===== config.mk =====
export PLATFORM = sky130hd
export DESIGN_NAME = intel_hex_record_loader_unit
export DESIGN_NICKNAME = d
export VERILOG_FILES = /design/src/design/ihex_pkg.sv /design/src/design/ihex_parser.sv /design/src/design/intel_hex_record_loader_unit.sv
export SDC_FILE = /design/constraint.sdc
export NUM_CORES = 1
export LEC_CHECK = 0
export BUFFER_PORTS_ARGS = -buffer_cell sky130_fd_sc_hd__clkbuf_2
export CAP_MARGIN = 15
export CORE_MARGIN = 2
export CORE_UTILIZATION = 30
export CTS_CLUSTER_SIZE = 20
export DETAILED_ROUTE_END_ITERATION = 12
export GPL_ROUTABILITY_DRIVEN = 0
export SLEW_MARGIN = 0
export SYNTH_ARGS = -nofsm -noshare
export SYNTH_HDL_FRONTEND = slang
export SYNTH_SLANG_ARGS = --single-unit

===== constraint.sdc =====
create_clock -name clk -period 4.65 [get_ports clk]
set_input_delay 0.93 -clock clk [delete_from_list [all_inputs] [get_ports clk]]
set_output_delay 0.93 -clock clk [all_outputs]
set_load 0.02 [all_outputs]

===== src/design/ihex_pkg.sv =====
`timescale 1ns / 1ps
// ----------------------------------------------------------------------------
// ihex_pkg
// Shared types and codes of the HEX record loader: the character and result
// transaction layouts, parse phases, status codes and the hex digit decoder.
// ----------------------------------------------------------------------------
package ihex_pkg;

	typedef struct packed {
		logic [7:0] char_byte;
		logic       stream_last;
	} char_item_t;

	typedef struct packed {
		logic        mem_write;
		logic [20:0] write_address;
		logic [7:0]  write_data;
		logic        record_end;
		logic        unsupported_type;
		logic [2:0]  status;
	} result_item_t;

	// Parse phases.
	localparam logic [2:0] PH_COLON = 3'd0;
	localparam logic [2:0] PH_LEN   = 3'd1;
	localparam logic [2:0] PH_OFS   = 3'd2;
	localparam logic [2:0] PH_TYPE  = 3'd3;
	localparam logic [2:0] PH_DATA  = 3'd4;
	localparam logic [2:0] PH_SEG   = 3'd5;
	localparam logic [2:0] PH_CSUM  = 3'd6;
	localparam logic [2:0] PH_SKIP  = 3'd7;

	// Status codes.
	localparam logic [2:0] ST_RUN   = 3'd0;
	localparam logic [2:0] ST_DONE  = 3'd1;
	localparam logic [2:0] ST_COLON = 3'd2;
	localparam logic [2:0] ST_DIGIT = 3'd3;
	localparam logic [2:0] ST_CSUM  = 3'd4;
	localparam logic [2:0] ST_NOEND = 3'd5;

	// Characters and record kinds.
	localparam logic [7:0] CHAR_COLON   = 8'h3A;
	localparam logic [7:0] CHAR_NEWLINE = 8'h0A;
	localparam logic [7:0] KIND_DATA    = 8'h00;
	localparam logic [7:0] KIND_END     = 8'h01;
	localparam logic [7:0] KIND_SEGMENT = 8'h02;

	// Returns {valid, value}; valid is low when the character is not a hex digit.
	function automatic logic [4:0] hex_decode(input logic [7:0] c);
		logic [7:0] u;
		logic [4:0] r;
		u = (c > 8'h39) ? (c & 8'hDF) : c;
		if (u >= 8'h30 && u <= 8'h39) begin
			r = {1'b1, u[3:0]};
		end else if (u >= 8'h41 && u <= 8'h46) begin
			r = {1'b1, 4'(u[3:0] + 4'd9)};
		end else begin
			r = 5'b0;
		end
		return r;
	endfunction

endpackage


===== src/design/ihex_parser.sv =====
`timescale 1ns / 1ps
// ----------------------------------------------------------------------------
// ihex_parser
// Record parser state and its one-character update. The result for the
// character on item is formed combinationally; state advances when step is high.
// ----------------------------------------------------------------------------
module ihex_parser (
	input  logic                  clk,
	input  logic                  arst_n,
	input  logic                  step,
	input  ihex_pkg::char_item_t  item,
	output ihex_pkg::result_item_t result
);

	logic [2:0]  phase_q, phase_n;
	logic [1:0]  dcount_q, dcount_n;
	logic [15:0] accum_q, accum_n;
	logic [7:0]  length_q, length_n;
	logic [15:0] offset_q, offset_n;
	logic [7:0]  kind_q, kind_n;
	logic [19:0] segment_q, segment_n;
	logic [7:0]  sum_q, sum_n;
	logic [7:0]  index_q, index_n;
	logic [2:0]  status_q, status_n;

	logic [4:0]  digit;
	logic        wide;
	logic [1:0]  count_inc;
	logic [15:0] accum_shift;
	logic        field_done;

	always_comb begin
		digit       = ihex_pkg::hex_decode(item.char_byte);
		wide        = (phase_q == ihex_pkg::PH_OFS) || (phase_q == ihex_pkg::PH_SEG);
		count_inc   = dcount_q + 2'd1;
		accum_shift = {accum_q[11:0], digit[3:0]};
		field_done  = wide ? (count_inc == 2'd0) : (count_inc == 2'd2);

		phase_n   = phase_q;
		dcount_n  = dcount_q;
		accum_n   = accum_q;
		length_n  = length_q;
		offset_n  = offset_q;
		kind_n    = kind_q;
		segment_n = segment_q;
		sum_n     = sum_q;
		index_n   = index_q;
		status_n  = status_q;
		result    = '0;

		if (status_q == ihex_pkg::ST_RUN) begin
			case (phase_q)
				ihex_pkg::PH_COLON: begin
					if (item.char_byte == ihex_pkg::CHAR_COLON) begin
						phase_n  = ihex_pkg::PH_LEN;
						dcount_n = 2'd0;
						accum_n  = '0;
						sum_n    = '0;
						index_n  = '0;
					end else begin
						status_n = ihex_pkg::ST_COLON;
					end
				end
				ihex_pkg::PH_SKIP: begin
					if (item.char_byte == ihex_pkg::CHAR_NEWLINE) begin
						phase_n = ihex_pkg::PH_COLON;
					end
				end
				default: begin
					if (!digit[4]) begin
						status_n = ihex_pkg::ST_DIGIT;
					end else begin
						dcount_n = count_inc;
						accum_n  = accum_shift;
						if (field_done) begin
							dcount_n = 2'd0;
							accum_n  = '0;
							sum_n    = sum_q + accum_shift[15:8] + accum_shift[7:0];
							case (phase_q)
								ihex_pkg::PH_LEN: begin
									length_n = accum_shift[7:0];
									phase_n  = ihex_pkg::PH_OFS;
								end
								ihex_pkg::PH_OFS: begin
									offset_n = accum_shift;
									phase_n  = ihex_pkg::PH_TYPE;
								end
								ihex_pkg::PH_TYPE: begin
									kind_n = accum_shift[7:0];
									if (accum_shift[7:0] == ihex_pkg::KIND_DATA) begin
										phase_n = (length_q == 8'd0) ? ihex_pkg::PH_CSUM
											: ihex_pkg::PH_DATA;
									end else if (accum_shift[7:0] == ihex_pkg::KIND_SEGMENT) begin
										phase_n = ihex_pkg::PH_SEG;
									end else begin
										phase_n = ihex_pkg::PH_CSUM;
									end
								end
								ihex_pkg::PH_DATA: begin
									result.mem_write     = 1'b1;
									result.write_address = {1'b0, segment_q} + 21'(offset_q)
										+ 21'(index_q);
									result.write_data    = accum_shift[7:0];
									index_n = index_q + 8'd1;
									if (index_n == length_q) begin
										phase_n = ihex_pkg::PH_CSUM;
									end
								end
								ihex_pkg::PH_SEG: begin
									segment_n = {accum_shift, 4'b0};
									phase_n   = ihex_pkg::PH_CSUM;
								end
								default: begin
									if (sum_n != 8'd0) begin
										status_n = ihex_pkg::ST_CSUM;
									end else begin
										result.record_end = 1'b1;
										if (kind_q == ihex_pkg::KIND_END) begin
											status_n = ihex_pkg::ST_DONE;
										end else if (kind_q != ihex_pkg::KIND_DATA
											&& kind_q != ihex_pkg::KIND_SEGMENT) begin
											result.unsupported_type = 1'b1;
										end
										phase_n = ihex_pkg::PH_SKIP;
									end
								end
							endcase
						end
					end
				end
			endcase
			if (item.stream_last && status_n == ihex_pkg::ST_RUN) begin
				status_n = ihex_pkg::ST_NOEND;
			end
		end
		result.status = status_n;
	end

	always_ff @(posedge clk or negedge arst_n) begin
		if (!arst_n) begin
			phase_q   <= ihex_pkg::PH_COLON;
			dcount_q  <= '0;
			accum_q   <= '0;
			length_q  <= '0;
			offset_q  <= '0;
			kind_q    <= '0;
			segment_q <= '0;
			sum_q     <= '0;
			index_q   <= '0;
			status_q  <= ihex_pkg::ST_RUN;
		end else if (step) begin
			phase_q   <= phase_n;
			dcount_q  <= dcount_n;
			accum_q   <= accum_n;
			length_q  <= length_n;
			offset_q  <= offset_n;
			kind_q    <= kind_n;
			segment_q <= segment_n;
			sum_q     <= sum_n;
			index_q   <= index_n;
			status_q  <= status_n;
		end
	end

endmodule


===== src/design/intel_hex_record_loader_unit.sv =====
`timescale 1ns / 1ps
// ----------------------------------------------------------------------------
// intel_hex_record_loader_unit
// Parses HEX text one character per transaction and returns one result per
// character: a memory byte write, a record-end flag and a sticky status.
// ----------------------------------------------------------------------------
//
//   Channel  | Direction | Payload                  | Handshake
//   ---------+-----------+--------------------------+---------------------------
//   char     | in        | char_byte, stream_last   | char_valid / char_stall
//   res      | out       | write, flags, status     | res_valid / res_stall
//
// One character is taken per clock cycle while char_stall is low; its result
// is registered in the output register, or in the skid register. The parser's
// state update sets the rate (digit decode, checksum add and the 21-bit
// address add). Reset is asynchronous and needs no clearing pass. A stalled
// result transaction is held in the output register while one more character
// is taken into a skid register; char_stall rises only when the skid is full.
// ----------------------------------------------------------------------------
module intel_hex_record_loader_unit (
	input  logic                   clk,
	input  logic                   arst_n,
	input  logic                   char_valid,
	output logic                   char_stall,
	input  ihex_pkg::char_item_t   char_data,
	output logic                   res_valid,
	input  logic                   res_stall,
	output ihex_pkg::result_item_t res_data
);

	logic                   step;
	logic                   take_out;
	ihex_pkg::result_item_t step_result;

	logic                   out_valid_q;
	ihex_pkg::result_item_t out_q;
	logic                   skid_valid_q;
	ihex_pkg::result_item_t skid_q;

	// A character transaction completes whenever the skid register is free.
	assign char_stall = skid_valid_q;
	assign step       = char_valid && !char_stall;
	assign take_out   = out_valid_q && !res_stall;

	ihex_parser u_parser (
		.clk    (clk),
		.arst_n (arst_n),
		.step   (step),
		.item   (char_data),
		.result (step_result)
	);

	// Valid flags of the output register and the skid register. The skid is
	// only ever filled while the output register holds a stalled result.
	always_ff @(posedge clk or negedge arst_n) begin
		if (!arst_n) begin
			out_valid_q  <= 1'b0;
			skid_valid_q <= 1'b0;
		end else begin
			if (take_out) begin
				if (skid_valid_q) begin
					skid_valid_q <= 1'b0;
				end else begin
					out_valid_q <= step;
				end
			end else if (!out_valid_q) begin
				out_valid_q <= step;
			end else if (step) begin
				skid_valid_q <= 1'b1;
			end
		end
	end

	// Payload registers follow the same decisions and need no reset.
	always_ff @(posedge clk) begin
		if (take_out) begin
			if (skid_valid_q) begin
				out_q <= skid_q;
			end else if (step) begin
				out_q <= step_result;
			end
		end else if (!out_valid_q) begin
			if (step) begin
				out_q <= step_result;
			end
		end else if (step) begin
			skid_q <= step_result;
		end
	end

	assign res_valid = out_valid_q;
	assign res_data  = out_q;

endmodule


# --- Word level (Yosys, flattened, before mapping) ---
# Index checks and enable logic that the tools add are counted.
classes:
  n_mux: 60
  eq_ne: 19
  reduce_logical: 36
  add_sub_neg: 7
  bitwise_logic: 3
  n_lt_le_gt_ge: 5
op_table:
  columns: ["operator", "n"]
  rows:
  - ["two-way mux 35 bit", 4]
  - ["two-way mux 32 bit", 4]
  - ["two-way mux 3 bit", 16]
  - ["two-way mux 8 bit", 6]
  - ["two-way mux 12 bit", 3]
  - ["case mux 8 bit (2 select lines)", 2]
  - ["two-way mux 30 bit", 1]
  - ["AND reduction 6 bit", 5]
  - ["case mux 12 bit (2 select lines)", 1]
  - ["adder 20 x 16 -> 21 bit", 1]
  - ["adder 21 x 8 -> 21 bit", 1]
  - ["adder 8 bit", 2]
  - ["logical NOT 8 bit", 2]
  - ["nonzero test 8 bit", 2]
  - ["case mux 3 bit (5 select lines)", 1]
  - ["two-way mux 2 bit", 7]
  - ["case mux 3 bit (2 select lines)", 2]
  - ["two-way mux 5 bit", 2]
  - ["nonzero test 2 bit", 5]
  - ["equality test 3 bit, second input constant", 3]
  - ["logical NOT 3 bit", 3]
  - ["two-way mux 1 bit", 9]
  - ["adder 8 x 1 -> 8 bit, second input constant", 1]
  - ["equality test 8 x 1 -> 1 bit, second input constant", 1]
  - ["other kinds (34)", 46]
totals:
  reg_bits: 156
  elab_cells: 154
  inputBits: 13

# --- Longest topological paths before layout ---
logic_depth:
  ltp_word: 21
  mapped_depth: 20
  ltp_nobuf: 20

# --- Modules after synthesis ---
# A second synthesis with hierarchy kept.
unflattened:
  hier_cells: 809
  area_unflattened_um2: 8667.1
by_module_without_submodules:
  columns: ["mod", "seq_area_each_um2", "n_inst", "area_each_um2", "cells_per_inst"]
  rows:
  - ["ihex_parser", 2102.0, 1, 5713.0, 612]
  - ["intel_hex_record_loader_unit", 2152.1, 1, 2954.1, 197]

# --- Worst setup path before layout ---
# Ideal clock, no wire load.
synth_path:
  path_type: "input -> register"
  start: "input port char_data[1] in the netlist's numbering"
  end: "register out_q, in the netlist res_data[3] (data pin)"
  setup_ns: 0.130
  slack_ns: -0.017
  cell_stages: 17
  arrival_time_ns: 4.537
  path_cell_list: "inv_1 -> ha_1 -> o21bai_1 -> a21boi_4 -> o21bai_1 -> a21oi_1 -> fa_1 -> inv_1 -> ha_1 -> a211oi_1 -> o21bai_1 -> a21oi_1 -> xor2_1 -> nand3_1 -> or3_1 -> o21ai_0 -> o221a_2"
synth_via:
  elab_chain_len: 17
  elab_cells_between_ends: 23
synth_lines:
  columns: ["item", "line", "source"]
  rows:
  - ["from (decl)", "intel_hex_record_loader_unit.sv:25", "input ihex_pkg::char_item_t char_data,"]
  - ["greater-than comparator 8 x 6 -> 1 bit", "ihex_pkg.sv:52", "u = (c > 8'h39) ? (c & 8'hDF) : c;"]
  - ["two-way mux 6 bit (*)", "ihex_pkg.sv:52", null]
  - [">= comparator 8 x 7 -> 1 bit / <= comparator 8 x 7 -> 1 bit (equally long branches)", "ihex_pkg.sv:55", "end else if (u >= 8'h41 && u <= 8'h46) begin"]
  - ["logical AND 1 bit", "ihex_pkg.sv:55", null]
  - ["two-way mux 5 bit", "ihex_pkg.sv:55", null]
  - ["two-way mux 5 bit (*)", "ihex_pkg.sv:53", "if (u >= 8'h30 && u <= 8'h39) begin"]
  - ["adder 8 bit", "ihex_parser.sv:78", "sum_n = sum_q + accum_shift[15:8] + accum_shift[7:0];"]
  - ["nonzero test 8 bit", "ihex_parser.sv:114", "if (sum_n != 8'd0) begin"]
  - ["two-way mux 2 bit", "ihex_parser.sv:114", null]
  - ["two-way mux 2 bit", "ihex_parser.sv:79", "case (phase_q)"]
  - ["two-way mux 32 bit", "ihex_parser.sv:75", "if (field_done) begin"]
  - ["two-way mux 32 bit (*)", "ihex_parser.sv:70", "if (!digit[4]) begin"]
  - ["two-way mux 32 bit (*)", "ihex_parser.sv:52", "case (phase_q)"]
  - ["two-way mux 32 bit (*)", "ihex_parser.sv:51", "if (status_q == ihex_pkg::ST_RUN) begin"]
  - ["two-way mux 35 bit (*)", "intel_hex_record_loader_unit.sv:79, intel_hex_record_loader_unit.sv:83", null]
  - ["two-way mux 35 bit (on tied branches)", "intel_hex_record_loader_unit.sv:82, intel_hex_record_loader_unit.sv:77", null]
  - ["two-way mux 35 bit (*)", "intel_hex_record_loader_unit.sv:76", "if (take_out) begin"]
  - ["to (signal assigned)", "intel_hex_record_loader_unit.sv:78", "out_q <= skid_q;"]
  - ["to (signal assigned)", "intel_hex_record_loader_unit.sv:80", "out_q <= step_result;"]
  - ["to (signal assigned)", "intel_hex_record_loader_unit.sv:84", "out_q <= step_result;"]
  - ["to (decl)", "intel_hex_record_loader_unit.sv:36", "ihex_pkg::result_item_t out_q;"]
# Mark *: on every way between the ends. The rest lies on a longest branch, timed or not. The select of a mux whose other input is x is not followed.
# A chain may end at the register's enable or synchronous reset.

# --- Worst setup path in the final report ---
# Ends and elaborated chain as after synthesis.

==> impl_metrics.tcl <==
set metrics [dict create \
    status "finished, final reports clean" \
    seqCellArea_um2 4250 \
    multi_input_area_um2 4080 \
    drv_cap 0 \
    drive_gt1_share_pct 22.7 \
    synth_top_area_share_pct 25.2 \
    crit_path_end_kind "register" \
    syn_nets 846 \
    firstDrtPassIters 5 \
    cp_top_family "compound AO/OA/AOI/OAI gates" \
    cp-startpoint "char_data[1]" \
    hold_viol 0 \
    grt_use_total_pct 13.8 \
    reg2reg_slack_ns 1.16 \
    pin_count 50 \
    critical_path_class "primary input to register" \
    clk_pin_slew_ns 0.06 \
    cts_tree "done" \
    p_leak_nw 4.45 \
    overflow 0 \
    cp_max_fo 4 \
    syn_inst 779 \
    drtAntennaViolNets 0 \
    portBuffers 49 \
    route.detailed.drc 0 \
    required_ns 4.96 \
    cts_resized 0 \
    post-route-cell-area_um2 10100 \
    die_x_um 173 \
    drt-vias-per-instance 4.95 \
    insertion_delay_ns 0.43 \
    tightestPinTransition_ns 1.09 \
    cts_max_path_buffers 2 \
    rsz0062_at_grt "no" \
    placement.cell_area_um2 9420 \
    grt_max_degree 54 \
    cpPeakStageDelay_ns 0.53 \
    core_area_um2 27900 \
    worstPathCellList "clkbuf_2, inv_1, ha_1, o21bai_2, a21boi_4, buf_4, nor2_1, nor2_2, inv_1, fa_1, inv_1, ha_1, buf_4, o21ai_0, o21bai_1, a21oi_1, xor2_1, nand3_2, or3_4, o21ai_0, o221a_2" \
    grt_pass1_wl_mm 33.2 \
    synthArstFlopShare_pct 55.1 \
    start_util_pct 30.6 \
    regToRegStartpoint "u_parser.accum_q[5]" \
    die_h_um 173 \
    finalHoldWorstSlack_ns 0.488 \
    max_freq_ghz 0.228 \
    finalSetupViolations 0 \
    numClockSinks 156 \
    finalWorstSetupSlack_ns 0.256 \
    grt_util_met2_pct 22.5 \
    row_count 61 \
    drtIter0Drc 421 \
    synth-seq-cells 156 \
    min_period_ns 4.39 \
    syn_area_per_cell_um2 11.0 \
    synth_flop_cell "dfrtp_1" \
    path_depth 21 \
    netlist_area_um2 8530 \
    die_area_um2 29800 \
    final_max_slew_viol_count 0 \
    ys_warn_count 0 \
    hp-class "register to register" \
    use_met3_pct 2.09 \
    wl_mm 20.3 \
    crit_path_top_delay_cell "fa_1" \
    vias 6182 \
    ys_seq_area_share_pct 49.8 \
    crit_top_cell "inv_1" \
    area_growth_pct 18.1 \
    r2r_end "res_data[2]" \
    maxSlewHeadroom_pct 27.0 \
    fin_crit_sh_pct 94.5 \
    grt_util_met1_pct 18.8 \
    cts-buffers-inserted 17 \
    worstRegToRegCells 15 \
    cp-endpoint "res_data[3]" \
    hold_buffers 0 \
    worst_ep_arrival_time_ns 4.70 \
    detail_route.wl_per_cell_um 16.2 \
    synth_top_cell_by_area "dfrtp_1" \
    grt_pass1_vias 6158 \
    synth_edf_count 70 \
    detailed_place_hpwl_mm 13.9 \
    synthDistinctLibCells 74 \
    htreeDepth 4 \
    ir_drop_mv 0.197 \
    root_buffer "clkbuf_16" \
    dpl_worst_slack_ns -0.349 \
    start_kind "primary input" \
    n_fill_cell 2812 \
    fin_nets 926 \
    grt_busiest_layer "met2" \
    power.density_nw_per_um2 404 \
    final.setup_skew_ns 0.00838 \
    cp_num_buf_inv 6 \
    synthTopCellsByArea "dfrtp_1 (25%), edfxtp_1 (25%), ha_1 (6.0%), mux2_2 (4.4%), nor2_1 (4.0%)" \
    antenna_found_initial 0 \
    n_antenna_cell 0 \
    post_cts_buffers 0 \
]
cell usage in the layout, fill, tap and decap left out, drive strengths merged, types with 4 or more instances in the layout:
master,count
mux2,37
xor2,11
a211oi,4
inv,41
o221a,9
nand2b,7
nor2b,9
fa,13
o22ai,27
a21o,9
nor3,14
and3,5
o21bai,7
nor4,7
and2,12
dfrtp,86
o21a,6
nand3,19
o21ai,37
a31oi,8
nor2,92
o31ai,11
ha,41
a21oi,46
clkbuf,68
clkinv,4
xnor2,23
or2,5
buf,42
nand2,52
nand4,4
edfxtp,70
a22o,4
state kept, by name (all words and copies together), names as in the netlist, 2 cells and up:
| name | cells |
|---|---|
| u_parser.status_q | 3 |
| u_parser.segment_q | 16 |
| u_parser.accum_q | 12 |
| res_data | 35 |
| u_parser.offset_q | 16 |
| skid_q | 35 |
| u_parser.length_q | 8 |
| u_parser.index_q | 8 |
| u_parser.dcount_q | 2 |
| u_parser.phase_q | 3 |
| u_parser.kind_q | 8 |
| u_parser.sum_q | 8 |
cells in the mapped netlist, types with 19 or more instances:
library cell,instances
inv_1,36
a21oi_1,46
nand3_1,19
o21ai_0,33
mux2_2,33
nor2_1,90
edfxtp_1,70
xnor2_1,23
nand2_1,52
ha_1,41
dfrtp_1,86
o22ai_1,27
layer usage:
layer,share of wire [%],vias to the layer above
li1,-,2996
met1,48,3045
met2,47,121
met3,3.2,20
met4,1.5,0
met5,0,-
metrics by stage:
step / power (W) / setup TNS (ns) / util, % / instances
2_1_floorplan: 0.00239 / 0 / - / 779
3_3_place_gp: 0.00271 / -1.27 / 33.7 / 1217
3_5_place_dp: 0.00272 / -2.12 / 33.7 / 1217
4_1_cts: 0.00409 / 0 / 35.8 / 1249
5_1_grt: 0.00425 / 0 / 36.1 / 1250
6_report: 0.00407 / 0 / 36.1 / 1250
area by class of cell:
cell class	instances	share of cell area [%]
Sequential cell	156	42.2
Inverter	37	1.38
Clock inverter	12	1.35
Timing Repair Buffer	90	5.58
Tap cell	378	4.69
Multi-Input combinational cell	557	40.5
Clock buffer	20	4.33
logic make-up (layout without fill, tap and decap cells):
kind of cell	Yosys count	in the layout	share of synthesized area [%]
AND/OR/NAND/NOR	238	238	14.0
XOR/XNOR	34	34	3.49
AO/OA/AOI/OAI	191	191	15.0
buffers and inverters	66	159	3.36
flip-flops	156	156	49.8
multiplexers	40	40	5.23
adder cells (fa/ha/maj)	54	54	9.06
report_power, final:
group          internal, W  total [W]  switching, W
clock             0.000796    0.00138      0.000584
combinational     0.000292   0.000863      0.000571
sequential         0.00172    0.00183      0.000107
total              0.00281    0.00407       0.00126
worst min-delay path by stage:
stage               slack (ns)         startpoint  depth (start not counted)           endpoint
finish                    0.49  u_parser.sum_q[0]                          2  u_parser.sum_q[0]
global route              0.52  u_parser.sum_q[0]                          2  u_parser.sum_q[0]
detailed placement        0.47  u_parser.sum_q[0]                          2  u_parser.sum_q[0]
floorplan                 0.45  u_parser.sum_q[0]                          2  u_parser.sum_q[0]
global placement          0.47  u_parser.sum_q[0]                          2  u_parser.sum_q[0]
CTS                       0.49  u_parser.sum_q[0]                          2  u_parser.sum_q[0]
worst register-to-register path, stage by stage, from the launching register on:
cell,delay [ns]
dfrtp_1,0.38
inv_1,0.10
fa_1,0.49
inv_1,0.04
ha_1,0.23
fa_2,0.37
a211oi_2,0.29
o21bai_1,0.11
a21oi_1,0.16
xnor2_1,0.18
buf_4,0.16
nand4_1,0.12
o2bb2ai_2,0.16
o21bai_1,0.18
a21oi_2,0.16
a21oi_1,0.08
No activity file was read; power rests on OpenSTA's default activity.
